==> src/rtl/core/cfga_pkg.sv <==
`default_nettype none

package cfga_pkg;

    localparam int FRAME_BITS     = 32;
    localparam int SAMPLE_BITS    = 24;
    localparam int ENV_FRAC_BITS  = 16;
    localparam int CLIP_GAIN_BITS = 16;
    localparam int GAIN_BITS      = 20;
    localparam int CFG_DATA_BITS  = 32;
    localparam int CFG_INDEX_BITS = 2;

    // Register map of the configuration port
    typedef enum logic [CFG_INDEX_BITS-1:0] {
        REG_CLIP_LENGTH = 2'd0,
        REG_FADE_IN     = 2'd1,
        REG_FADE_OUT    = 2'd2,
        REG_CLIP_GAIN   = 2'd3
    } cfg_reg_t;

    // Payload that rides along the divider stages
    typedef struct packed {
        logic signed [SAMPLE_BITS-1:0] sample;
        logic [CLIP_GAIN_BITS-1:0]     clip_gain;
        logic                          in_act;
        logic                          out_act;
    } item_t;

    // One restoring divider lane: partial remainder, quotient so far, divisor
    typedef struct packed {
        logic [FRAME_BITS-1:0]    rem;
        logic [ENV_FRAC_BITS-1:0] quo;
        logic [FRAME_BITS-1:0]    den;
    } div_t;

endpackage

`default_nettype wire

==> src/rtl/core/cfga_div_step.sv <==
`default_nettype none

module cfga_div_step
(
    input  wire logic   clk,
    input  wire logic   rst_n,
    input  wire logic   advance,
    input  wire logic   valid_in,
    input  wire cfga_pkg::item_t item_in,
    input  wire cfga_pkg::div_t  up_in,
    input  wire cfga_pkg::div_t  down_in,
    output logic            valid_out,
    output cfga_pkg::item_t item_out,
    output cfga_pkg::div_t  up_out,
    output cfga_pkg::div_t  down_out
);

    logic            valid_reg;
    cfga_pkg::item_t item_reg;
    cfga_pkg::div_t  up_reg;
    cfga_pkg::div_t  up_next;
    cfga_pkg::div_t  down_reg;
    cfga_pkg::div_t  down_next;

    // One restoring step: shift, trial subtract, keep if it fits
    function automatic cfga_pkg::div_t div_bit(input cfga_pkg::div_t d);
        cfga_pkg::div_t                r;
        logic [cfga_pkg::FRAME_BITS:0] shifted;
        logic [cfga_pkg::FRAME_BITS:0] diff;
        shifted = {d.rem, 1'b0};
        diff    = shifted - {1'b0, d.den};
        r.den   = d.den;
        if (shifted >= {1'b0, d.den})
        begin
            r.rem = diff[cfga_pkg::FRAME_BITS-1:0];
            r.quo = {d.quo[cfga_pkg::ENV_FRAC_BITS-2:0], 1'b1};
        end
        else
        begin
            r.rem = shifted[cfga_pkg::FRAME_BITS-1:0];
            r.quo = {d.quo[cfga_pkg::ENV_FRAC_BITS-2:0], 1'b0};
        end
        return r;
    endfunction

    always_comb
    begin
        up_next   = div_bit(up_in);
        down_next = div_bit(down_in);
    end

    always_ff @(posedge clk or negedge rst_n)
    begin
        if (!rst_n)
        begin
            valid_reg <= 1'b0;
        end
        else if (advance)
        begin
            valid_reg <= valid_in;
        end
    end

    always_ff @(posedge clk)
    begin
        if (advance)
        begin
            item_reg <= item_in;
            up_reg   <= up_next;
            down_reg <= down_next;
        end
    end

    assign valid_out = valid_reg;
    assign item_out  = item_reg;
    assign up_out    = up_reg;
    assign down_out  = down_reg;

endmodule

`default_nettype wire

==> config.mk <==
export PLATFORM = sky130hd
export DESIGN_NAME = cfga_div_step
export DESIGN_NICKNAME = d
export VERILOG_FILES = /design/src/rtl/core/cfga_pkg.sv /design/src/rtl/core/cfga_div_step.sv
export SDC_FILE = /design/constraint.sdc
export NUM_CORES = 1
export LEC_CHECK = 0
export ABC_AREA = 1
export BUFFER_PORTS_ARGS = -buffer_cell sky130_fd_sc_hd__buf_2
export CAP_MARGIN = 10
export CORE_AREA = 4 4 158 160
export DETAILED_ROUTE_END_ITERATION = 10
export DIE_AREA = 0 0 162 164
export GPL_TIMING_DRIVEN = 1
export PLACE_DENSITY = 0.82
export SLEW_MARGIN = 10
export SYNTH_ARGS = -nofsm -noshare
export SYNTH_HDL_FRONTEND = slang
export SYNTH_SLANG_ARGS = --single-unit
==> constraint.sdc <==
create_clock -name clk -period 1.05 [get_ports clk]
set_input_delay 0.21 -clock clk [delete_from_list [all_inputs] [get_ports clk]]
set_output_delay 0.21 -clock clk [all_outputs]
set_load 0.005 [all_outputs]
==> results of run 1 <==
cells in the mapped netlist (2+ instances only):
cell type,n
inv_1,297
and2_1,16
nand3b_1,21
ha_1,64
nor3_1,13
a21oi_1,42
nand3_2,15
nand3_1,86
nor2_2,7
nand2_1,587
fa_1,2
nand2_8,2
xnor2_1,2
nand4_1,4
nand2_2,8
buf_2,8
a21o_1,2
nor3_2,2
xor2_1,26
o21ai_0,2
nor2_1,75
edfxtp_1,202
buf_6,8
repair_timing:
item | 4_1_cts
pin swaps | 120
gates cloned | 12
hold buffers | 147
gates resized for setup | 395
hold endpoints to repair | 146
endpoints found under the setup margin | 269
setup buffers | 56
per-stage QoR:
stage | cells | utilization [%] | hold slack [ns]
after floorplan | 1501 | - | -0.0856
after global placement | 2430 | 73.9 | -0.0146
after detailed placement | 2430 | 73.9 | -0.0121
after CTS | 2684 | 91.6 | 0.000811
kinds of logic after synthesis:
group           Yosys count
mux                       1
xor+xnor                 28
simple gates            839
flops                   203
compound gates           48
fa+ha+maj                66
buf+inv                 316
layer usage:
metal	overflow	global-route usage, %
met1	2	74.2
met2	197	99.0
met3	6	66.0
met4	109	89.4
met5	4	32.2
==> results by group, run 1 <==
Clock tree
  – # H-tree levels: 1
  – CTS Buf Count: 22
  – CTS max path bufs: 3
  – CTS Sinks: 203
  – Root Buffer: clkbuf_16

Yosys
  – Mux cell area share after synthesis: less than 1%
  – Post-synth EDFFs: between 200 and 250
  – Adder-Cell Fraction of Synth Area: 6.83%
  – Number of register bits inferred by synthesis: 203
  – Unique masters post-synth: 33
  – Warnings from Yosys: 0
  – Largest family of logic cells by synthesized area: simple AND/OR/NAND/NOR gates
  – Seq/Total Area, Yosys: between 40% and 50%
  – Mapped Area: between 10000 and 15000 um2
  – Synth Area in Compound Gates: under 10%
  – Post-synth top flop: edfxtp_1
  – Fraction of registers with async set/reset: 0.493%
  – Syn_area_per_cell: between 8 and 9 um2
  – Post-Synth Simple-Gate Area: between 20 and 30%
  – Synth top area cells: edfxtp_1 (49%), nand2_1 (18%), inv_1 (9.1%), ha_1 (6.5%), nand3_1 (3.5%)
  – Synth top area share: 49.3%
  – Synthesized instance count: approximately 1.5k
  – Mapped Nets: about 1.8k
  – Post-Synth XOR/XNOR Area: under 10%
  – Post-synth top area cell: edfxtp_1

Run status
  – Status: aborted with a tool error
  – Stop Error: [ERROR GRT-0232] Routing congestion too high. Check the congestion heatmap in the GUI.
  – Last stage reached: global routing

STA
  – Worst ep type: sequential cell input
  – GR repair worst EP: down_out[52]$_DFFE_PP_/D

Global routing
  – Total grt overflow: 318
  – Tot GR Track Use: 80.4%
  – Largest net degree at the start of global routing: 21

Placed design
  – Hpwl dp: roughly 35 mm
  – Dpl cell area: 17300 um2
  – DP Worst Slack: -1.12 ns
  – IO Port Bufs: about 410
  – Routability-driven placement congestion ratio: roughly 1

Floorplanning
  – Initial cell density of the core: around 53%
  – I/O Pins: around 400
  – Die Ht: about 160 um
  – Die W: between 150 and 200 um
  – Rows: 56
==> run 2: changes to the inputs <==
Settings changed: CORE_AREA 4 4 158 160 to not set, CORE_MARGIN set to 4, CORE_UTILIZATION set to 40, DIE_AREA 0 0 162 164 to not set, PLACE_DENSITY 0.82 to not set, PLACE_DENSITY_LB_ADDON set to 0.15.
==> results by group, run 2 <==
Route
  – Post-route ant nets: 0
  – Vias: roughly 13k
  – 1st-iter DRT viols: 776
  – DR DRC count: 0
  – DR WL/cell: 17.2 um
  – Via/cell ratio: ~4.7
  – Total Wirelength: 48.0 mm
  – DR pass1 iterations: 6

STA
  – Final Cycle Share: 150%
  – Clock skew: 0 ns
  – RSZ-0062 raised after global routing: true
  – Post-Route Setup TNS: -66.28 ns
  – Worst setup margin: -0.524 ns
  – Headroom to the max-slew limit: 79.5%
  – Final min period: approximately 1.6 ns
  – Max frequency: ~640 MHz
  – Final Hold Vio Count: 0
  – Slew Limit Fails: 0
  – Worst slew pin tran: approximately 0.30 ns
  – Final setup fails: roughly 270

Yosys
  – Seq/Total Area, Yosys: 49.5% (unchanged)
  – Post-synth top area cell: edfxtp_1
  – Syn_area_per_cell: 8.20 um2 (unchanged)
  – Unique masters post-synth: 33 (unchanged)
  – Post-synth EDFFs: 202 (unchanged)
  – Synthesized instance count: 1501 (unchanged)
  – Synth top area share: 49.3% (unchanged)
  – Top-count cell post-synth: nand2_1
  – Warnings from Yosys: 0 (unchanged)
  – Mapped Nets: 1773 (unchanged)
  – Synth top area cells: edfxtp_1 (49%), nand2_1 (18%), inv_1 (9.1%), ha_1 (6.5%), nand3_1 (3.5%)
  – Post-synth top cells: nand2_1 (587), inv_1 (297), edfxtp_1 (202)
  – Post-synth top flop: edfxtp_1
  – Number of register bits inferred by synthesis: 203 (unchanged)
  – Mapped Area: 12300 um2 (unchanged)
  – Fraction of registers with async set/reset: 0.493% (unchanged)

Setup path
  – Crit path cell chain: buf_6, ha_4, buf_6, nand2_2, nor2_4, nand3_2, nand3_2, nand2_2, nand2_4, nand2_4, nand2_8, buf_12, buf_12, inv_16, nand2_2, nand2_2
  – Critical Path RT: about 1.3 ns
  – Startpoint Class: input pin
  – Worst path bufs/invs: 5
  – Worst path max stage delay: approximately 0.29 ns
  – Worst path top cell family by delay: simple AND/OR/NAND/NOR gates
  – CP Data Arrival Time: 1.85 ns
  – Worst Setup End Kind: register
  – Maximum net fanout on the critical path: 8
  – Critical path class: in2reg
  – Most frequent CP cell: nand2_2
  – Crit-path slowest cell: ha_4

Final layout
  – Commonest non-fill, non-tap cells in the layout: nand2_1 (389), buf_2 (360), buf_4 (267)
  – Fillcell total: around 2.1k
  – Cell Count, Final, Fillers Out: ~2.8k
  – Commonest non-fill, non-tap cell in the layout: nand2_1
  – Final instance area: 22500 um2
  – Area growth from synthesis to layout: 82.7%
  – Nets: roughly 2.7k
  – Share of cells above drive strength 1: about half

Floorplanning
  – Rows: 63 (+13%)
  – Die W: 183 um (+13%)
  – I/O Pins: 409 (unchanged)
  – Core Area: about 30000 um2
  – Die Ht: 183 um (+12%)
  – Initial cell density of the core: 41.0% (-12 points)
  – Die ar.: 33600 um2

Flow run
  – Max Cap Violations: 0

Global routing
  – Met2 Use GR: just under 50%
  – Largest net degree at the start of global routing: slightly below 50
  – Global-route wire length before repair: roughly 70 mm
  – Busiest grt layer: met2
  – GR Layer Usage met3: under 10%
  – Total grt overflow: 0
  – Met1 Use GR: between 30% and 40%
  – Vias in the first global route: 13.4k
  – Initial antenna violation count: 6
  – Tot GR Track Use: about a quarter

Pwr
  – Sw frac: between 20 and 30%
  – Sw Pwr: roughly 8300 uW
  – Internal: between 20000 and 25000 uW
  – Seq pwr share: around 36%
  – Pleak: around 0.011 uW
  – Combinational share of power: ~33%
  – Power Total: 28600 uW
  – Power per cell area: around 1300 nW/um2
  – Clk pwr share: around a third
  – Peak VDD IR: roughly 1.6 mV

Run status
  – Status: finished, violations left
  – Failing checks: setup timing

Clock tree
  – # H-tree levels: 1 (unchanged)
  – CTS Buf Count: 23 (+4.5%)
  – CTS Sinks: 203 (unchanged)
  – Clock transition at path regs: ~0.060 ns
  – CTS max path bufs: 3 (unchanged)
  – Root Buffer: clkbuf_16
  – CTS tree: yes
  – Clock latency on the worst-skew pair: 0.51 ns

Placed design
  – IO Port Bufs: 406 (unchanged)
  – Dpl cell area: 17400 um2 (+0.63%)
  – Hpwl dp: 32.9 mm (-5.4%)
  – Routability-driven placement congestion ratio: 0.944 (-7.0%)
  – Cells after DPL: 2507 (+3.2%)
  – DP Worst Slack: -1.12 ns (+0.000240 ns)

Worst hold path
  – Hold Path Class: in2reg
## run 2: cell counts after synthesis
No cell type changed its count.
## run 2: kinds of logic after synthesis
group	Yosys count	synth area share, %
flops	203	49.5
simple gates	839	29.2
compound gates	48	2.04
xor+xnor	28	1.99
fa+ha+maj	66	6.83
buf+inv	316	10.4
mux	1	0.0915
## run 2: layer usage
| metal | routed length [um] | up-vias | share of wire (%) |
|---|---|---|---|
| met2 | 24600 | 474 | 51 |
| met3 | 3800 | 103 | 7.9 |
| met4 | 1370 | 10 | 2.8 |
| met5 | 62 | - | 0.13 |
| li1 | - | 6481 | - |
| met1 | 18200 | 6118 | 38 |
## run 2: timing repair
item,4_1_cts,5_1_grt
cloned,9,1
hold buffers,161,1
pin swaps,118,110
buffers inserted,45,31
resized for setup,337,244
setup endpoints to repair,269,269
hold endpoints to repair,160,1
## run 2: final cells by class
cell class	count	area, um2	area share (%)
multi-input cells	983	7260	32.3
repair buffers	870	6580	29.3
flip-flops and latches	203	6090	27.1
inverters	299	1180	5.25
clock buffers	26	587	2.61
well taps	390	488	2.17
clock inverters	14	250	1.11
repair inverters	3	48.8	0.217
diodes	1	2.50	0.0111
## run 2: metrics by stage
| step | utilization (%) | hold slack [ns] |
|---|---|---|
| after floorplan | - | -0.0856 |
| after global placement | 58.0 | -0.0138 |
| after detailed placement | 58.0 | -0.0150 |
| after CTS | 71.5 | 0.00176 |
| after global routing | 74.9 | 0.00953 |
| final | 74.9 | 0.0171 |
## run 2: power groups by stage
stage	Combinational, uW	Sequential [uW]	Clock, uW
final	9420	10200	9020
after global routing	10200	10200	9610
after CTS	8500	10200	9150
after detailed placement	6830	10300	0
after global placement	6750	10300	0
after floorplan	3220	10400	0
## run 2: path summary, 6_finish.rpt
check | slack, ns | cells past startpoint | start | endpoint
min in group asynchronous | 0.57 | 3 | rst_n | valid_out$_DFFE_PN0P_
hold reg to reg | 0.54 | 1 | valid_out$_DFFE_PN0P_ | valid_out$_DFFE_PN0P_
setup reg to reg | 0.28 | 1 | valid_out$_DFFE_PN0P_ | valid_out$_DFFE_PN0P_
max in group asynchronous | 0.37 | 3 | rst_n | valid_out$_DFFE_PN0P_
setup / recovery | -0.52 | 16 | up_in[48] | up_out[60]$_DFFE_PP_
hold / removal | 0.02 | 3 | down_in[78] | down_out[79]$_DFFE_PP_
(Power assumes the default switching activity.)
