[src/rtl/core/cfga_pkg.sv]
`default_nettype none

package cfga_pkg;

    localparam int FRAME_BITS     = 32;
    localparam int SAMPLE_BITS    = 24;
    localparam int ENV_FRAC_BITS  = 16;
    localparam int CLIP_GAIN_BITS = 16;
    localparam int GAIN_BITS      = 20;
    localparam int CFG_DATA_BITS  = 32;
    localparam int CFG_INDEX_BITS = 2;

    // Register map of the configuration port
    typedef enum logic [CFG_INDEX_BITS-1:0] {
        REG_CLIP_LENGTH = 2'd0,
        REG_FADE_IN     = 2'd1,
        REG_FADE_OUT    = 2'd2,
        REG_CLIP_GAIN   = 2'd3
    } cfg_reg_t;

    // Payload that rides along the divider stages
    typedef struct packed {
        logic signed [SAMPLE_BITS-1:0] sample;
        logic [CLIP_GAIN_BITS-1:0]     clip_gain;
        logic                          in_act;
        logic                          out_act;
    } item_t;

    // One restoring divider lane: partial remainder, quotient so far, divisor
    typedef struct packed {
        logic [FRAME_BITS-1:0]    rem;
        logic [ENV_FRAC_BITS-1:0] quo;
        logic [FRAME_BITS-1:0]    den;
    } div_t;

endpackage

`default_nettype wire

[src/rtl/core/cfga_back.sv]
`default_nettype none

module cfga_back
(
    input  wire logic                                    clk,
    input  wire logic                                    rst_n,
    input  wire logic                                    advance,
    input  wire logic                                    valid_in,
    input  wire cfga_pkg::item_t                         item_in,
    input  wire logic [cfga_pkg::ENV_FRAC_BITS-1:0]      up_quo,
    input  wire logic [cfga_pkg::ENV_FRAC_BITS-1:0]      down_quo,
    output logic                                         valid_out,
    output logic signed [cfga_pkg::SAMPLE_BITS-1:0]      sample_out,
    output logic [cfga_pkg::GAIN_BITS-1:0]               applied_gain,
    output logic                                         saturated
);

    localparam int ENV_BITS  = cfga_pkg::ENV_FRAC_BITS + 1;
    localparam int PROD_BITS = cfga_pkg::SAMPLE_BITS + cfga_pkg::GAIN_BITS + 2;
    localparam int GPROD_BITS = cfga_pkg::CLIP_GAIN_BITS + ENV_BITS;
    localparam int QUO_BITS  = PROD_BITS - 16;
    localparam logic [ENV_BITS-1:0] ENV_ONE = ENV_BITS'(1) << cfga_pkg::ENV_FRAC_BITS;

    // Envelope stage
    logic                                    e_valid_reg;
    logic [ENV_BITS-1:0]                     env_reg;
    logic [ENV_BITS-1:0]                     env_next;
    logic signed [cfga_pkg::SAMPLE_BITS-1:0] e_sample_reg;
    logic [cfga_pkg::CLIP_GAIN_BITS-1:0]     e_cgain_reg;
    logic [ENV_BITS-1:0]                     in_factor;
    logic [2*ENV_BITS-1:0]                   env_prod;

    // Gain stage
    logic                                    g_valid_reg;
    logic [cfga_pkg::GAIN_BITS-1:0]          gain_reg;
    logic [cfga_pkg::GAIN_BITS-1:0]          gain_next;
    logic signed [cfga_pkg::SAMPLE_BITS-1:0] g_sample_reg;
    logic [GPROD_BITS-1:0]                   gain_prod;

    // Product stage
    logic                                    p_valid_reg;
    logic signed [PROD_BITS-1:0]             prod_reg;
    logic signed [PROD_BITS-1:0]             prod_next;
    logic [cfga_pkg::GAIN_BITS-1:0]          p_gain_reg;

    // Output stage
    logic                                    o_valid_reg;
    logic signed [cfga_pkg::SAMPLE_BITS-1:0] sample_reg;
    logic signed [cfga_pkg::SAMPLE_BITS-1:0] sample_next;
    logic [cfga_pkg::GAIN_BITS-1:0]          o_gain_reg;
    logic                                    sat_reg;
    logic                                    sat_next;
    logic signed [QUO_BITS-1:0]              quo;
    logic signed [QUO_BITS-1:0]              max_q;
    logic signed [QUO_BITS-1:0]              min_q;

    always_comb
    begin
        in_factor = item_in.in_act ? {1'b0, up_quo} : ENV_ONE;
        env_prod  = (2*ENV_BITS)'(in_factor) * (2*ENV_BITS)'({1'b0, down_quo});
        if (item_in.out_act)
        begin
            env_next = env_prod[cfga_pkg::ENV_FRAC_BITS +: ENV_BITS];
        end
        else
        begin
            env_next = in_factor;
        end

        gain_prod = GPROD_BITS'(e_cgain_reg) * GPROD_BITS'(env_reg);
        gain_next = gain_prod[(cfga_pkg::ENV_FRAC_BITS-4) +: cfga_pkg::GAIN_BITS];

        prod_next = PROD_BITS'(g_sample_reg) * $signed(PROD_BITS'(gain_reg))
                  + PROD_BITS'(32768);

        // Arithmetic shift floors, giving round half up after the bias
        quo   = QUO_BITS'(prod_reg >>> 16);
        max_q = QUO_BITS'({1'b0, {(cfga_pkg::SAMPLE_BITS-1){1'b1}}});
        min_q = -max_q - QUO_BITS'(1);
        if (quo > max_q)
        begin
            sample_next = {1'b0, {(cfga_pkg::SAMPLE_BITS-1){1'b1}}};
            sat_next    = 1'b1;
        end
        else if (quo < min_q)
        begin
            sample_next = {1'b1, {(cfga_pkg::SAMPLE_BITS-1){1'b0}}};
            sat_next    = 1'b1;
        end
        else
        begin
            sample_next = quo[cfga_pkg::SAMPLE_BITS-1:0];
            sat_next    = 1'b0;
        end
    end

    always_ff @(posedge clk or negedge rst_n)
    begin
        if (!rst_n)
        begin
            e_valid_reg <= 1'b0;
            g_valid_reg <= 1'b0;
            p_valid_reg <= 1'b0;
            o_valid_reg <= 1'b0;
        end
        else if (advance)
        begin
            e_valid_reg <= valid_in;
            g_valid_reg <= e_valid_reg;
            p_valid_reg <= g_valid_reg;
            o_valid_reg <= p_valid_reg;
        end
    end

    always_ff @(posedge clk)
    begin
        if (advance)
        begin
            env_reg      <= env_next;
            e_sample_reg <= item_in.sample;
            e_cgain_reg  <= item_in.clip_gain;
            gain_reg     <= gain_next;
            g_sample_reg <= e_sample_reg;
            prod_reg     <= prod_next;
            p_gain_reg   <= gain_reg;
            sample_reg   <= sample_next;
            o_gain_reg   <= p_gain_reg;
            sat_reg      <= sat_next;
        end
    end

    assign valid_out    = o_valid_reg;
    assign sample_out   = sample_reg;
    assign applied_gain = o_gain_reg;
    assign saturated    = sat_reg;

endmodule

`default_nettype wire

[config.mk]
export PLATFORM = sky130hd
export DESIGN_NAME = cfga_back
export DESIGN_NICKNAME = d
export VERILOG_FILES = /design/src/rtl/core/cfga_pkg.sv /design/src/rtl/core/cfga_back.sv
export SDC_FILE = /design/constraint.sdc
export NUM_CORES = 2
export LEC_CHECK = 0
export ABC_AREA = 1
export BUFFER_PORTS_ARGS = -buffer_cell sky130_fd_sc_hd__buf_2
export CAP_MARGIN = 25
export CELL_PAD_IN_SITES_DETAIL_PLACEMENT = 0
export CELL_PAD_IN_SITES_GLOBAL_PLACEMENT = 2
export CORE_ASPECT_RATIO = 1.75
export CORE_MARGIN = 10
export CORE_UTILIZATION = 44
export CTS_CLUSTER_SIZE = 10
export DETAILED_ROUTE_END_ITERATION = 7
export GPL_ROUTABILITY_DRIVEN = 0
export GPL_TIMING_DRIVEN = 0
export PLACE_DENSITY = 0.95
export RECOVER_POWER = 25
export SLEW_MARGIN = 25
export SYNTH_ARGS = -nofsm -noshare
export SYNTH_HDL_FRONTEND = slang
export SYNTH_SLANG_ARGS = --single-unit
[constraint.sdc]
create_clock -name clk -period 13.4 [get_ports clk]
set_input_delay 2.01 -clock clk [delete_from_list [all_inputs] [get_ports clk]]
set_output_delay 2.01 -clock clk [all_outputs]
set_load 0.05 [all_outputs]
==> Word level (Yosys, flattened, before mapping) <==
Cells that the tools add are included.
W data, S select, Z words.
{ "word_totals": {"reg_bits": 216, "inputBits": 78, "out_inout_bits": 46, "wordCells": 24} }
{ "op_classes": {"n_addsub": 1, "n_mul": 3, "order_cmp": 2, "n_mux": 4} }
{ "op_table": {"columns": ["cell", "count"], "rows": [
  ["$add A45 B17 Y46 const B", 1],
  ["$mul A24 B21 Y45", 1],
  ["$mux W17", 2],
  ["$mul A17 B16 Y33", 1],
  ["$mul A16 B17 Y32", 1],
  ["$gt A30 B24 Y1 const B", 1],
  ["$lt A30 B24 Y1 const B", 1],
  ["$mux W24", 1],
  ["$mux W1", 1]
]} }

==> Longest topological paths before layout <==
{ "depth": {"ltp_word": 3, "depth_mapped": 30, "mapped_depth_nobuf": 27} }

==> Worst setup path before layout <==
Ideal clock, no wire load.
{ "synth_path": {"path_kind": "input to register", "startpoint": "input item_in[1] in the netlist's numbering", "endpoint": "register env_reg[15] (data pin)", "setup_ns": 0.254, "arrival_ns": 7.189, "required_time_ns": 13.146, "setup_slack_ns": 5.957, "cell_stages": 27, "n_path_buf": 3, "cell_sequence": "buf_4 buf_2 nand2_1 inv_1 clkbuf_1 nand2_1 fa_1 inv_1 fa_1 inv_1 fa_1 inv_1 fa_1 fa_1 inv_1 fa_1 inv_1 ha_1 inv_1 o21ai_0 nor2_1 o21ai_0 a21oi_1 nand2_1 nand2_1 nand3_1 nand2_1"} }
{ "synth_between": {"elab_chain_len": 3} }
{ "synth_lines": {"columns": ["element", "line", "rtl"], "rows": [
  ["start, declared", "cfga_back.sv:9", "input wire cfga_pkg::item_t item_in,"],
  ["$mux W17 *", "cfga_back.sv:59", "in_factor = item_in.in_act ? {1'b0, up_quo} : ENV_ONE;"],
  ["$mul A17 B16 Y33", "cfga_back.sv:60", "env_prod = (2*ENV_BITS)'(in_factor) * (2*ENV_BITS)'({1'b0, down_quo});"],
  ["$mux W17 *", "cfga_back.sv:61", "if (item_in.out_act)"],
  ["via env_next[15]", "cfga_back.sv:27", "logic [ENV_BITS-1:0] env_next;"],
  ["end signal, assigned", "cfga_back.sv:119", "env_reg <= env_next;"],
  ["end, declared", "cfga_back.sv:26", "logic [ENV_BITS-1:0] env_reg;"]
]} }
Mark *: on every way through the listed nets, which the timed path passes. The rest lies on a longest branch.
A chain may end at the register's enable or synchronous reset.

==> Final worst setup path <==
{ "layout_path": {"startpoint": "input item_in[1] in the netlist's numbering", "endpoint": "register env_reg[3] (data pin)"} }
Same word-level chain as after synthesis.

==> impl_metrics.json <==
{
  "insertion_delay_ns": 0.55,
  "rsz0062_at_grt": "false",
  "maxCapViolCount": 0,
  "largest_reg_flops": 30,
  "die-width_um": 260,
  "drt_iter0_drc": 1948,
  "synth_nets": 6693,
  "met1_usage": 0.254,
  "final.setup.tns_ns": 0,
  "io_pins": 124,
  "yosysSeqAreaShare": 0.135,
  "clock_sinks": 200,
  "cts_buffers": 17,
  "post-route-min-period_ns": 8.32,
  "use_met2": 0.486,
  "slowest_delay_ns": 0.61,
  "grt_use_met3": 0.0363,
  "vias": 34410,
  "hpwlAfterDp_um": 121000,
  "die_area_um2": 114000,
  "synth_cell_types": 44,
  "crit_path_max_fanout": 10,
  "cp_slowest_cell": "inv_1",
  "synthTopCellsByArea": "fa_1, inv_1, edfxtp_1",
  "synth-edff-count": 196,
  "status": "finished, final reports clean",
  "drive_gt1_frac": 0.0339,
  "cp_common_cell": "nand2_1",
  "finalMaxSlewViolations": 0,
  "start_kind": "input pin",
  "fin_skew_ns": 0.0195,
  "tightest_slew_ns": 1.16,
  "syn_to_final_growth_pct": 6.53,
  "cts.repair.resized": 0,
  "fin_crit_sh": 0.621,
  "grt_first_pass_wirelength_um": 220000,
  "cts_setup_buffers": 0,
  "setup_viol": 0,
  "final-hold-violation-count": 0,
  "synth_cells": 5369,
  "clock-root-buffer": "clkbuf_16",
  "overflow": 0,
  "rows": 153,
  "die_h_um": 439,
  "synthArstFlopShare": 0.0200,
  "hp-class": "register to register",
  "final_nets": 6825,
  "syn-mean-instance-area_um2": 8.23,
  "max_freq_mhz": 120,
  "crit_type": "input pin to register",
  "yosysTopAreaCell": "fa_1",
  "cts_tree": "yes",
  "ys.flop_type": "edfxtp_1",
  "synth_top_area_frac": 0.412,
  "slew_headroom": 0.224,
  "initial_core_util": 0.444,
  "ys_ff_latch": 200,
  "htreeDepth": 4,
  "routed_wl_um": 146000,
  "clockBufferDepth": 2,
  "ant_nets": 0,
  "via_per_inst": 5.04,
  "hold_buffers": 0,
  "worstPathRequired_ns": 13.69,
  "syn_area_um2": 44200,
  "cp-end-kind": "register",
  "io_buffers": 111,
  "first_global_vias": 37904,
  "core_area_um2": 99500,
  "first_pass_iters": 8,
  "grt_util_all_layers": 0.264,
  "arrival_ns": 8.61,
  "cts.reportedPaths.clkPinSlew_ns": 0.08,
  "grt-busiest-layer": "met2",
  "drc": 0,
  "grt_max_degree": 86,
  "wl_per_cell_um": 21.4,
  "antenna_found_initial": 4,
  "yosysWarnings": 0
}
[cell families after synthesis]
family | count (synthesis) | synth area share
AO/OA/AOI/OAI | 260 | 0.0331
XOR/XNOR | 47 | 0.00931
adder cells (fa/ha/maj) | 1246 | 0.507
buffers and inverters | 1817 | 0.155
flip-flops | 200 | 0.135
AND/OR/NAND/NOR | 1799 | 0.160
[stage by stage]
step | cells | hold WS, ns | instance area, µm² | setup WS (ns) | utilization
global route | 6832 | 0.423 | 47100 | 4.80 | 0.473
floorplan | 5369 | 0.400 | 44200 | 5.96 | -
CTS | 6831 | 0.421 | 47100 | 5.11 | 0.473
finish | 6832 | 0.422 | 47100 | 5.08 | 0.473
global placement | 6797 | 0.401 | 46400 | 4.53 | 0.466
detailed placement | 6799 | 0.405 | 46500 | 4.53 | 0.467
[worst max-delay path: cells and delay by family]
family / cells / cell delay, ns
AOI/OAI and AO/OA: 2 / 0.59
and+or+nand+nor: 9 / 1.27
adders and majority gates: 7 / 3.38
buffers and inverters: 8 / 1.33
[routing by layer]
layer,vias to the layer above,part of all wire
met4,4,0.10
met1,17133,0.32
li1,15625,-
met3,540,0.047
met5,-,0.00012
met2,1108,0.53
[layout make-up]
class,count,area [µm²]
Multi-Input combinational cell,3352,31300
Clock inverter,15,209
Sequential cell,200,5990
Buffer,196,756
Antenna cell,1,2.50
Timing Repair Buffer,113,619
Clock buffer,17,425
Inverter,1621,6080
Fill cell,10025,52500
Tap cell,1317,1650
[worst paths after layout]
path                                      startpoint                         to  slack [ns]  cells past startpoint
max reg2reg                    gain_reg[5]$_DFFE_PP_     prod_reg[39]$_DFFE_PP_        5.24                     24
min reg2reg                e_sample_reg[7]$_DFFE_PP_  g_sample_reg[7]$_DFFE_PP_        0.42                      0
min in group asynchronous                      rst_n    e_valid_reg$_DFFE_PN0P_        1.26                      1
min                        e_sample_reg[7]$_DFFE_PP_  g_sample_reg[7]$_DFFE_PP_        0.42                      0
max                                       item_in[1]       env_reg[3]$_DFFE_PP_        5.08                     26
max in group asynchronous                      rst_n    p_valid_reg$_DFFE_PN0P_       11.96                      1
[synthesized netlist by cell type (2+ instances only)]
| master | instances |
|---|---|
| nor2_1 | 311 |
| a31oi_1 | 7 |
| nand3_2 | 3 |
| nor2_2 | 3 |
| o21bai_1 | 12 |
| o21ai_0 | 84 |
| o21a_1 | 9 |
| edfxtp_1 | 196 |
| nand3_1 | 94 |
| nor3_1 | 21 |
| a21oi_1 | 121 |
| nand2_2 | 17 |
| nor4_1 | 3 |
| inv_1 | 1620 |
| nand2_4 | 3 |
| nand3b_1 | 2 |
| nand4_1 | 23 |
| buf_1 | 7 |
| xor2_1 | 29 |
| dfrtp_1 | 4 |
| a21boi_0 | 4 |
| o211ai_1 | 2 |
| xnor2_1 | 18 |
| buf_2 | 4 |
| buf_4 | 4 |
| ha_1 | 337 |
| o21bai_2 | 3 |
| nand2_1 | 1313 |
| a21o_1 | 11 |
| or2_2 | 2 |
| fa_1 | 909 |
| clkbuf_1 | 181 |
[cell usage in the layout, fill, tap and decap left out, types with 11 or more instances in the layout]
cell,n
xor2_1,29
o21bai_1,12
nand2_2,17
nand3_1,94
nor2_1,311
inv_1,1620
nand2_1,1313
nor3_1,21
a21oi_1,121
xnor2_1,18
a21o_1,11
edfxtp_1,196
o21ai_0,84
buf_2,113
clkbuf_16,17
ha_1,337
fa_1,909
nand4_1,23
clkbuf_1,182
Power is not shown: default switching activity piles up to over one toggle a cycle in this logic, so the estimate is an artifact.
