`src/rtl/core/cfga_pkg.sv`:
```
`default_nettype none

package cfga_pkg;

    localparam int FRAME_BITS     = 32;
    localparam int SAMPLE_BITS    = 24;
    localparam int ENV_FRAC_BITS  = 16;
    localparam int CLIP_GAIN_BITS = 16;
    localparam int GAIN_BITS      = 20;
    localparam int CFG_DATA_BITS  = 32;
    localparam int CFG_INDEX_BITS = 2;

    // Register map of the configuration port
    typedef enum logic [CFG_INDEX_BITS-1:0] {
        REG_CLIP_LENGTH = 2'd0,
        REG_FADE_IN     = 2'd1,
        REG_FADE_OUT    = 2'd2,
        REG_CLIP_GAIN   = 2'd3
    } cfg_reg_t;

    // Payload that rides along the divider stages
    typedef struct packed {
        logic signed [SAMPLE_BITS-1:0] sample;
        logic [CLIP_GAIN_BITS-1:0]     clip_gain;
        logic                          in_act;
        logic                          out_act;
    } item_t;

    // One restoring divider lane: partial remainder, quotient so far, divisor
    typedef struct packed {
        logic [FRAME_BITS-1:0]    rem;
        logic [ENV_FRAC_BITS-1:0] quo;
        logic [FRAME_BITS-1:0]    den;
    } div_t;

endpackage

`default_nettype wire

```
`src/rtl/core/cfga_front.sv`:
```
`default_nettype none

module cfga_front
(
    input  wire logic                                   clk,
    input  wire logic                                   rst_n,
    input  wire logic                                   advance,
    input  wire logic                                   accept,
    input  wire logic                                   cfg_we,
    input  wire logic [cfga_pkg::CFG_INDEX_BITS-1:0]    cfg_index,
    input  wire logic [cfga_pkg::CFG_DATA_BITS-1:0]     cfg_data,
    input  wire logic [cfga_pkg::FRAME_BITS-1:0]        position,
    input  wire logic signed [cfga_pkg::SAMPLE_BITS-1:0] sample_in,
    output logic                                        valid,
    output cfga_pkg::item_t                             item,
    output cfga_pkg::div_t                              up,
    output cfga_pkg::div_t                              down
);

    logic [cfga_pkg::FRAME_BITS-1:0]     clip_length_reg;
    logic [cfga_pkg::FRAME_BITS-1:0]     fade_in_reg;
    logic [cfga_pkg::FRAME_BITS-1:0]     fade_out_reg;
    logic [cfga_pkg::CLIP_GAIN_BITS-1:0] clip_gain_reg;

    logic                                valid_reg;
    cfga_pkg::item_t                     item_reg;
    cfga_pkg::item_t                     item_next;
    cfga_pkg::div_t                      up_reg;
    cfga_pkg::div_t                      up_next;
    cfga_pkg::div_t                      down_reg;
    cfga_pkg::div_t                      down_next;

    logic [cfga_pkg::FRAME_BITS-1:0]     fi_clamp;
    logic [cfga_pkg::FRAME_BITS-1:0]     fo_clamp;
    logic [cfga_pkg::FRAME_BITS-1:0]     remain;
    logic                                in_clip;

    always_ff @(posedge clk or negedge rst_n)
    begin
        if (!rst_n)
        begin
            clip_length_reg <= cfga_pkg::FRAME_BITS'(1);
            fade_in_reg     <= '0;
            fade_out_reg    <= '0;
            clip_gain_reg   <= cfga_pkg::CLIP_GAIN_BITS'(4096);
        end
        else if (cfg_we)
        begin
            unique case (cfga_pkg::cfg_reg_t'(cfg_index))
                cfga_pkg::REG_CLIP_LENGTH: clip_length_reg <= cfg_data[cfga_pkg::FRAME_BITS-1:0];
                cfga_pkg::REG_FADE_IN:     fade_in_reg     <= cfg_data[cfga_pkg::FRAME_BITS-1:0];
                cfga_pkg::REG_FADE_OUT:    fade_out_reg    <= cfg_data[cfga_pkg::FRAME_BITS-1:0];
                cfga_pkg::REG_CLIP_GAIN:   clip_gain_reg   <= cfg_data[cfga_pkg::CLIP_GAIN_BITS-1:0];
                default:                   clip_gain_reg   <= clip_gain_reg;
            endcase
        end
    end

    // Clamp fades to the clip and classify the position
    always_comb
    begin
        fi_clamp = (fade_in_reg > clip_length_reg) ? clip_length_reg : fade_in_reg;
        fo_clamp = (fade_out_reg > clip_length_reg) ? clip_length_reg : fade_out_reg;
        remain   = clip_length_reg - position;
        in_clip  = position < clip_length_reg;

        item_next.sample    = sample_in;
        item_next.clip_gain = clip_gain_reg;
        item_next.in_act    = in_clip && (fi_clamp != '0) && (position < fi_clamp);
        item_next.out_act   = in_clip && (fo_clamp != '0) && (remain <= fo_clamp);

        up_next.rem   = position;
        up_next.quo   = '0;
        up_next.den   = fi_clamp;
        down_next.rem = remain - cfga_pkg::FRAME_BITS'(1);
        down_next.quo = '0;
        down_next.den = fo_clamp;
    end

    always_ff @(posedge clk or negedge rst_n)
    begin
        if (!rst_n)
        begin
            valid_reg <= 1'b0;
        end
        else if (advance)
        begin
            valid_reg <= accept;
        end
    end

    always_ff @(posedge clk)
    begin
        if (advance)
        begin
            item_reg <= item_next;
            up_reg   <= up_next;
            down_reg <= down_next;
        end
    end

    assign valid = valid_reg;
    assign item  = item_reg;
    assign up    = up_reg;
    assign down  = down_reg;

endmodule

`default_nettype wire

```
`config.mk`:
```
export PLATFORM = sky130hd
export DESIGN_NAME = cfga_front
export DESIGN_NICKNAME = d
export VERILOG_FILES = /design/src/rtl/core/cfga_pkg.sv /design/src/rtl/core/cfga_front.sv
export SDC_FILE = /design/constraint.sdc
export NUM_CORES = 1
export LEC_CHECK = 0
export ABC_AREA = 1
export BUFFER_PORTS_ARGS = -buffer_cell sky130_fd_sc_hd__buf_2
export CORE_ASPECT_RATIO = 1.75
export CORE_MARGIN = 2
export CORE_UTILIZATION = 37
export CTS_CLUSTER_DIAMETER = 120
export DETAILED_ROUTE_END_ITERATION = 8
export PLACE_DENSITY = 0.63
export SETUP_SLACK_MARGIN = 0.15
export SYNTH_ARGS = -nofsm -noshare
export SYNTH_HDL_FRONTEND = slang
export SYNTH_SLANG_ARGS = --single-unit
```
`constraint.sdc`:
```
create_clock -name clk -period 5.3 [get_ports clk]
set_clock_uncertainty 0.05 [all_clocks]
set_input_delay 0.53 -clock clk [delete_from_list [all_inputs] [get_ports clk]]
set_output_delay 0.53 -clock clk [all_outputs]
set_load 0.05 [all_outputs]
```
# [Word-level counts from Yosys, hierarchy flattened]
# Index checks and enable logic that the tools add are counted.
[totals] ff_bits=283 inputBits=95 word_cells=36
[op_classes] addsub=2 order_cmp=5 n_eq_ne=3 muxes=2 reduce_logical=11
[ops] operator="$gt A32 B32 Y1" n=2
[ops] operator="$lt A32 B32 Y1" n=2
[ops] operator="$mux W32" n=2
[ops] operator="$reduce_bool A32 Y1" n=2
[ops] operator="$le A32 B32 Y1" n=1
[ops] operator="$sub A32 B1 Y32 const B" n=1
[ops] operator="$sub A32 B32 Y32" n=1
[ops] operator="$reduce_and A2 Y1" n=4
[ops] operator="$eq A2 B2 Y1 const B" n=2
[ops] operator="$logic_and A1 B1 Y1" n=4
[ops] operator="$eq A2 B1 Y1 const B" n=1
[ops] operator="$logic_not A2 Y1" n=1

# [Logic depth before layout (Yosys ltp)]
# Gate-level depths: netlist (run 1).
[depth] word_depth=5 ltp_mapped=28

# [Worst setup path after synthesis (run 1)]
# OpenSTA, ideal clock, no wires.
[synth_timing] path_kind="input -> register" from="input port position[2] in the netlist's numbering" to="register item_reg (netlist bit item[0]) (data pin)" setup_ps=257 arrival_ps=3597 t_required_ps=4993 slack_ps=1396 stages=27 n_path_buf=0 path_cell_list="inv_1 -> ha_1 -> nand2_1 -> inv_1 -> nand2_1 -> nand3_2 -> nand2_1 -> nand2_2 -> nand2_1 -> nand2_2 -> a21oi_2 -> or2_2 -> nand2_1 -> inv_1 -> o21bai_1 -> or2_2 -> nand2_1 -> inv_1 -> ha_1 -> nand4_1 -> nor4_1 -> inv_1 -> nor4_1 -> o21ai_0 -> a32o_1 -> nand3_1 -> a21oi_1"
[synth_lines] item="start, declared" line="cfga_front.sv:12" source="input wire logic [cfga_pkg::FRAME_BITS-1:0] position,"
[synth_lines] item="end signal, assigned" line="cfga_front.sv:96" source="item_reg <= item_next;"
[synth_lines] item="end, declared" line="cfga_front.sv:26" source="cfga_pkg::item_t item_reg;"

==> run_results.csv, run 1 <==
group,metric,value,unit
critical_path,path_max_fanout,11,
floorplan,num_rows,103,
clock_tree,post_cts.repair.setup_buffers,0,
grt,overflow,0,
placed_design,hpwl,41.0,mm
critical_path,critPathLaunch,"clip_length_reg[31]$_DFFE_PN0P_",
timing,setup_viol,0,
floorplan,start_util,37.3,%
layout,fillers,4442,
timing,slew_viol_final,0,
floorplan,fp.dieW,165,microns
clock_tree,cts_hold_buf,0,
clock_tree,cts_buffers,27,
flow_run,maxCapViolations,0,
clock_tree,cts_buffer_depth,3,
floorplan,ios,298,
timing,max_freq,214,MHz
critical_path,required,5.58,ns
critical_path,slowest_delay,0.66,ns
logic_synthesis,ys_seq_elements,283,
critical_path,crit_cells,21,
placed_design,port_buffers,265,
clock_tree,ctsRootBufferMaster,"clkbuf_16",
pwr,p_total,9.49,mW
critical_path,timing.rr.start,"clip_length_reg[31]$_DFFE_PN0P_",
grt,grt_usage,21.4,%
critical_path,cp-start-kind,"register",
logic_synthesis,synth_area_per_cell,8.76,sq um
clock_tree,cts.repair.resized,0,
timing,hold_violations,0,
routing,drt_iter0_drc,1011,
grt,antenna_found_initial,5,
floorplan,die_h,286,microns
grt,grt_pass1_wl,76.6,mm
logic_synthesis,yosysUniqueCellTypes,52,
critical_path,cp_cell_sequence,"inv_1 -> ha_1 -> nand2_1 -> nor2_1 -> nand2_1 -> nor4_2 -> nand2_1 -> nand2_2 -> nand2_1 -> buf_4 -> o21ai_0 -> ha_1 -> inv_1 -> nor4_1 -> buf_4 -> inv_1 -> nor4_1 -> o21ai_0 -> a32o_1 -> nand3_1 -> a21oi_1",
logic_synthesis,synth-edff-count,170,
clock_tree,tritoncts,"done",
placed_design,routabilityCongestion,0.915,
logic_synthesis,synth_most_common_cell,"nand2_1",
clock_tree,clk_pin_slew,0.07,ns
logic_synthesis,synth_seq_area_share,47.3,%
layout,syn_to_final_growth,17.5,%
layout,nets,2448,
critical_path,cp_data_arrival_time,4.94,ns
floorplan,design.die.area,0.0471,sq mm
critical_path,endpoint_kind,"register",
timing,fin_crit,4.67,ns
pwr,p_leak,9.86,nW
routing,drtAntennaViolNets,0,
logic_synthesis,postSynthCellCount,1915,
clock_tree,clk_latency,0.57,ns
critical_path,critPathSlowestCell,"o21ai_0",
routing,via_count,13700,
grt,grt_start_max_net_pins,92,
routing,avgViaCountPerCell,4.92,
grt,first_global_vias,13700,
layout,register_area,0.00794,sq mm
timing,period_share,88.0,%
pwr,power_density,481,mW/mm^2
routing,avgRoutedWirePerCell,18.1,microns
timing,worst_slew_pin_slew,1.04,ns
logic_synthesis,yosysWarnings,0,
logic_synthesis,synthArstFlopShare,39.9,%
routing,drcViolationCount,0,
routing,drt_first_pass_iters,5,
logic_synthesis,netlist_top_cells_area,"edfxtp_1, dfrtp_1, ha_1",
floorplan,coreArea,0.0450,sq mm
logic_synthesis,synth_top_area_share,30.4,%
layout,layout-drive-gt1-share,17.3,%
clock_tree,htreeDepth,1,
worst_hold_path,hold_class,"in2async",
critical_path,crit_type,"reg2reg",
critical_path,path_buf_inv,5,
timing,fin_setup_tns,0,ns
logic_synthesis,yosys.area.top_type,"edfxtp_1",
outcome,status,"completed",
pwr,ir_drop,0.273,mV
critical_path,path_common_cell,"nand2_1",
critical_path,worst_r2r_path_depth,21,
timing,relSlewSlack,30.6,%
timing,rsz0062_at_grt,"false",
layout,multiInputGateArea,0.00731,sq mm
critical_path,path_delay_family,"simple AND/OR/NAND/NOR gates",
logic_synthesis,synth_area,0.0168,sq mm
logic_synthesis,yosys-top-cells-count,"nand2_1, inv_1, edfxtp_1, o21ai_0, ha_1",
routing,drt_wl_total,50.6,mm
clock_tree,cts_sinks,283,
logic_synthesis,synth_ff_type,"edfxtp_1",
cell usage in the layout, fill, tap and decap left out, types with 4 or more instances in the layout:
cell type,count
dfrtp_1,111
clkbuf_16,29
inv_2,5
ha_1,160
nand2_1,445
a21o_1,8
nor3_1,22
nand3_2,7
nand4_1,23
nand3_1,56
inv_6,4
xor2_1,31
o21ai_1,6
a21oi_1,88
o21ai_2,4
nor4_1,7
conb_1,32
buf_2,263
edfxtp_1,170
clkbuf_8,4
o211ai_1,6
o21a_1,16
nand2_2,10
a211oi_1,6
buf_4,19
nor2_2,4
xnor2_1,9
o21ai_0,169
o21bai_1,6
nor2_1,105
inv_1,335
layer usage:
layer / share of wire (%) / wire, microns / vias up / global-route usage [%]
li1: - / - / 6759 / -
met1: 39 / 19600 / 6433 / 24.7
met2: 52 / 26300 / 407 / 39.1
met3: 4.2 / 2130 / 120 / 2.06
met4: 5.1 / 2580 / 4 / 10.2
met5: 0.045 / 23 / - / 0
cell families (layout without fill, tap and decap cells):
logic type / Yosys count / count (layout) / synth area share [%]
buffers and inverters: 408 / 675 / 9.92
multiplexers: 1 / 1 / 0.0671
other: 1 / 33 / 0.0223
AO/OA/AOI/OAI: 324 / 324 / 10.7
adder cells (fa/ha/maj): 161 / 161 / 12.0
XOR/XNOR: 43 / 43 / 2.38
flip-flops: 283 / 283 / 47.3
AND/OR/NAND/NOR: 694 / 694 / 17.6
power by group:
group / total [mW] / switching (mW) / internal (mW)
combinational: 4.33 / 3.12 / 1.21
clock: 2.09 / 0.887 / 1.21
sequential: 3.06 / 0.217 / 2.85
total: 9.49 / 4.22 / 5.26
layout make-up:
| type | count | area share, % |
|---|---|---|
| sequential | 283 | 40.2 |
| multi-input combinational | 1255 | 37.1 |
| timing repair buffer | 285 | 7.66 |
| inverter | 340 | 6.47 |
| clock buffer | 34 | 3.98 |
| tap | 577 | 3.66 |
| clock inverter | 16 | 0.926 |
| antenna | 1 | 0.0127 |
path summary, 6_finish.rpt:
path | endpoint | slack (ns)
worst max-delay path | item[0]$_DFFE_PP_ | 0.63
worst min-delay path | clip_gain_reg[4]$_DFFE_PN0P_ | 0.03
worst max register to register | item[0]$_DFFE_PP_ | 0.63
worst min register to register | item[7]$_DFFE_PP_ | 0.40
max in group asynchronous | fade_in_reg[24]$_DFFE_PN0P_ | 4.01
min in group clk | item[39]$_DFFE_PP_ | 0.08
through the flow:
stage                     worst slack, ns  instance area [sq um]  util [%]  instances  hold WS, ns
after floorplan                      1.40                  16900         -       1946        0.184
after global placement              0.553                  18800      41.7       2740        0.381
after detailed placement            0.601                  18800      41.7       2740        0.383
after CTS                           0.600                  19700      43.9       2790       0.0536
after global routing                0.229                  19700      43.9       2791       0.0646
final                               0.635                  19700      43.9       2791       0.0331
No activity file was read; power rests on OpenSTA's default activity.
==> run 2, diff against run 1 <==
Settings changed: REMOVE_ABC_BUFFERS set to 1.
Clock period 5.3 ns to 5.18 ns, I/O delays scaled along.
==> run 2 against run 1 <==
Net effect: worst setup slack worse by 0.090 ns; sequential power grew 2%; non-clock buffer count is 10 higher; via count grew 0.17%; cell count rose by 0.43%; global-route usage increased by 0.63 points; largest cell class unchanged; largest power group unchanged; highest routed layer is now met4.
==> run_results.csv, run 2 (same netlist as run 1, synthesis figures left out) <==
group,metric,value,unit
outcome,status,"completed",
clock_tree,htreeDepth,1,
critical_path,reg2reg_slack,0.55,ns
layout,layout-drive-gt1-share,17.6,%
floorplan,start_util,37.3,%
critical_path,crit_type,"reg2reg",
pwr,power.share.combinational,45.9,%
timing,relSlewSlack,27.7,%
flow_run,maxCapViolations,0,
timing,worst_slew_pin_slew,1.08,ns
timing,whs,0.0736,ns
placed_design,port_buffers,265,
grt,overflow,0,
clock_tree,clk_latency,0.57,ns
critical_path,cp-start-kind,"register",
worst_hold_path,worstHoldStart,"sample_in[15]",
critical_path,cp_data_arrival_time,4.90,ns
floorplan,coreArea,0.0450,sq mm
routing,avgViaCountPerCell,4.90,
pwr,power_density,498,mW/mm^2
timing,hold_violations,0,
pwr,ir_drop,0.268,mV
critical_path,timing.rr.start,"clip_length_reg[29]$_DFFE_PN0P_",
clock_tree,cts_buffer_depth,3,
routing,drt_first_pass_iters,5,
clock_tree,clk_pin_slew,0.06,ns
pwr,swShare,44.5,%
clock_tree,tritoncts,"done",
timing,setup_viol,0,
critical_path,r2r-end,"item[0]$_DFFE_PP_",
floorplan,ios,298,
grt,antenna_found_initial,0,
timing,max_freq,216,MHz
layout,nets,2460,
critical_path,path_max_fanout,6,
pwr,p_sw,4.40,mW
floorplan,design.die.area,0.0471,sq mm
critical_path,worst_r2r_path_depth,20,
worst_hold_path,min_to,"item[33]$_DFFE_PP_",
worst_hold_path,hold_class,"in2reg",
timing,fin_setup_tns,0,ns
routing,drtAntennaViolNets,0,
placed_design,routabilityCongestion,0.959,
pwr,pwr-share-clk,22.4,%
timing,rsz0062_at_grt,"false",
routing,drt_wl_total,51.7,mm
routing,drt_iter0_drc,738,
timing,fin_crit,4.63,ns
layout,most-common-layout-cells,"nand2_1, inv_1, buf_2",
routing,drcViolationCount,0,
timing,period_share,89.5,%
grt,first_global_vias,14100,
floorplan,die_h,286,microns
pwr,p_leak,9.93,nW
grt,grt_usage,22.0,%
clock_tree,cts_sinks,283,
placed_design,hpwl,42.2,mm
worst_hold_path,hold_depth,1,
clock_tree,ctsRootBufferMaster,"clkbuf_16",
routing,avgRoutedWirePerCell,18.4,microns
pwr,p_seq_share,31.6,%
layout,n_antenna_cell,0,
timing,slew_viol_final,0,
clock_tree,cts_buffers,29,
grt,grt_start_max_net_pins,87,
floorplan,num_rows,103,
critical_path,endpoint_kind,"register",
critical_path,required,5.45,ns
grt,grt_pass1_wl,79.0,mm
layout,syn_to_final_growth,18.2,%
pwr,p_int,5.49,mW
layout,final_common_cell,"nand2_1",
floorplan,fp.dieW,165,microns
routing,via_count,13700,
==> run 2: cell types whose count changed in the layout (fill, tap and decap cells not counted), sizes merged <==
cell and delta:
clkbuf -1, diode -1, dlygate4sd3 +1, clkinv +2
bufinv +2, buf +9
==> run 2: power groups by stage <==
stage | Sequential (mW) | Combinational [mW] | Clock [mW]
global route | 3.18 | 5.01 | 2.35
detailed placement | 3.17 | 4.53 | 0
CTS | 3.13 | 4.55 | 2.27
floorplan | 4.03 | 2.21 | 0
finish | 3.13 | 4.54 | 2.22
global placement | 3.17 | 4.45 | 0
==> run 2: critical path, stage by stage (launching register included) <==
cell,delay (ns)
dfrtp_1,0.44
inv_1,0.12
ha_1,0.31
nand2_1,0.05
nor2_1,0.13
nand2_1,0.16
nor4_4,0.41
nand4_2,0.19
nand2_1,0.26
buf_4,0.19
nand2_1,0.05
o21ai_1,0.36
ha_1,0.26
nand4_1,0.14
nor4_1,0.29
inv_1,0.07
nor4_1,0.36
o21ai_0,0.17
a32o_1,0.25
nand3_1,0.07
a21oi_1,0.05
==> run 2: per-layer routing <==
metal / share of wire [%] / routed length (microns) / GRT usage (%) / up-vias
met5: 0 / 0 / 0 / -
li1: - / - / - / 6801
met3: 4.5 / 2350 / 2.20 / 127
met4: 5.7 / 2970 / 11.0 / 0
met1: 38 / 19500 / 24.8 / 6400
met2: 52 / 26800 / 40.6 / 418
==> run 2: timing repair <==
item / 4_1_cts / 5_1_grt
setup buffers: 0 / 0
endpoints found under the setup margin: 0 / 1
hold buffers: 1 / 0
endpoints found under the hold margin: 49 / 0
gates resized for setup: 0 / 2
==> run 2: worst max-delay path by stage <==
stage	startpoint	slack (ns)	end	depth (start not counted)
after CTS	clip_length_reg[29]$_DFFE_PN0P_	0.19	item[0]$_DFFE_PP_	19
after floorplan	clip_length_reg[31]$_DFFE_PN0P_	0.91	item[0]$_DFFE_PP_	18
final	clip_length_reg[29]$_DFFE_PN0P_	0.55	item[0]$_DFFE_PP_	20
after detailed placement	clip_length_reg[29]$_DFFE_PN0P_	0.22	item[0]$_DFFE_PP_	19
after global placement	clip_length_reg[29]$_DFFE_PN0P_	0.35	item[0]$_DFFE_PP_	19
after global routing	clip_length_reg[31]$_DFFE_PN0P_	0.32	item[0]$_DFFE_PP_	21
==> run 2: layout make-up <==
class,count,area [sq um]
Fill cell,4427,25100
Timing Repair Buffer,295,1590
Tap cell,577,722
Inverter,340,1280
Sequential cell,283,7940
Multi-Input combinational cell,1255,7320
Clock buffer,33,751
Clock inverter,20,248
==> run 2: per-stage QoR <==
step	power, mW	area (sq um)	instances	util [%]	setup slack, ns
2_1_floorplan	6.24	16500	1878	-	0.905
3_3_place_gp	7.62	18800	2749	41.9	0.346
3_5_place_dp	7.70	18800	2749	41.9	0.218
4_1_cts	9.95	19800	2803	44.1	0.186
5_1_grt	10.5	19800	2803	44.1	0.316
6_report	9.89	19800	2803	44.1	0.545
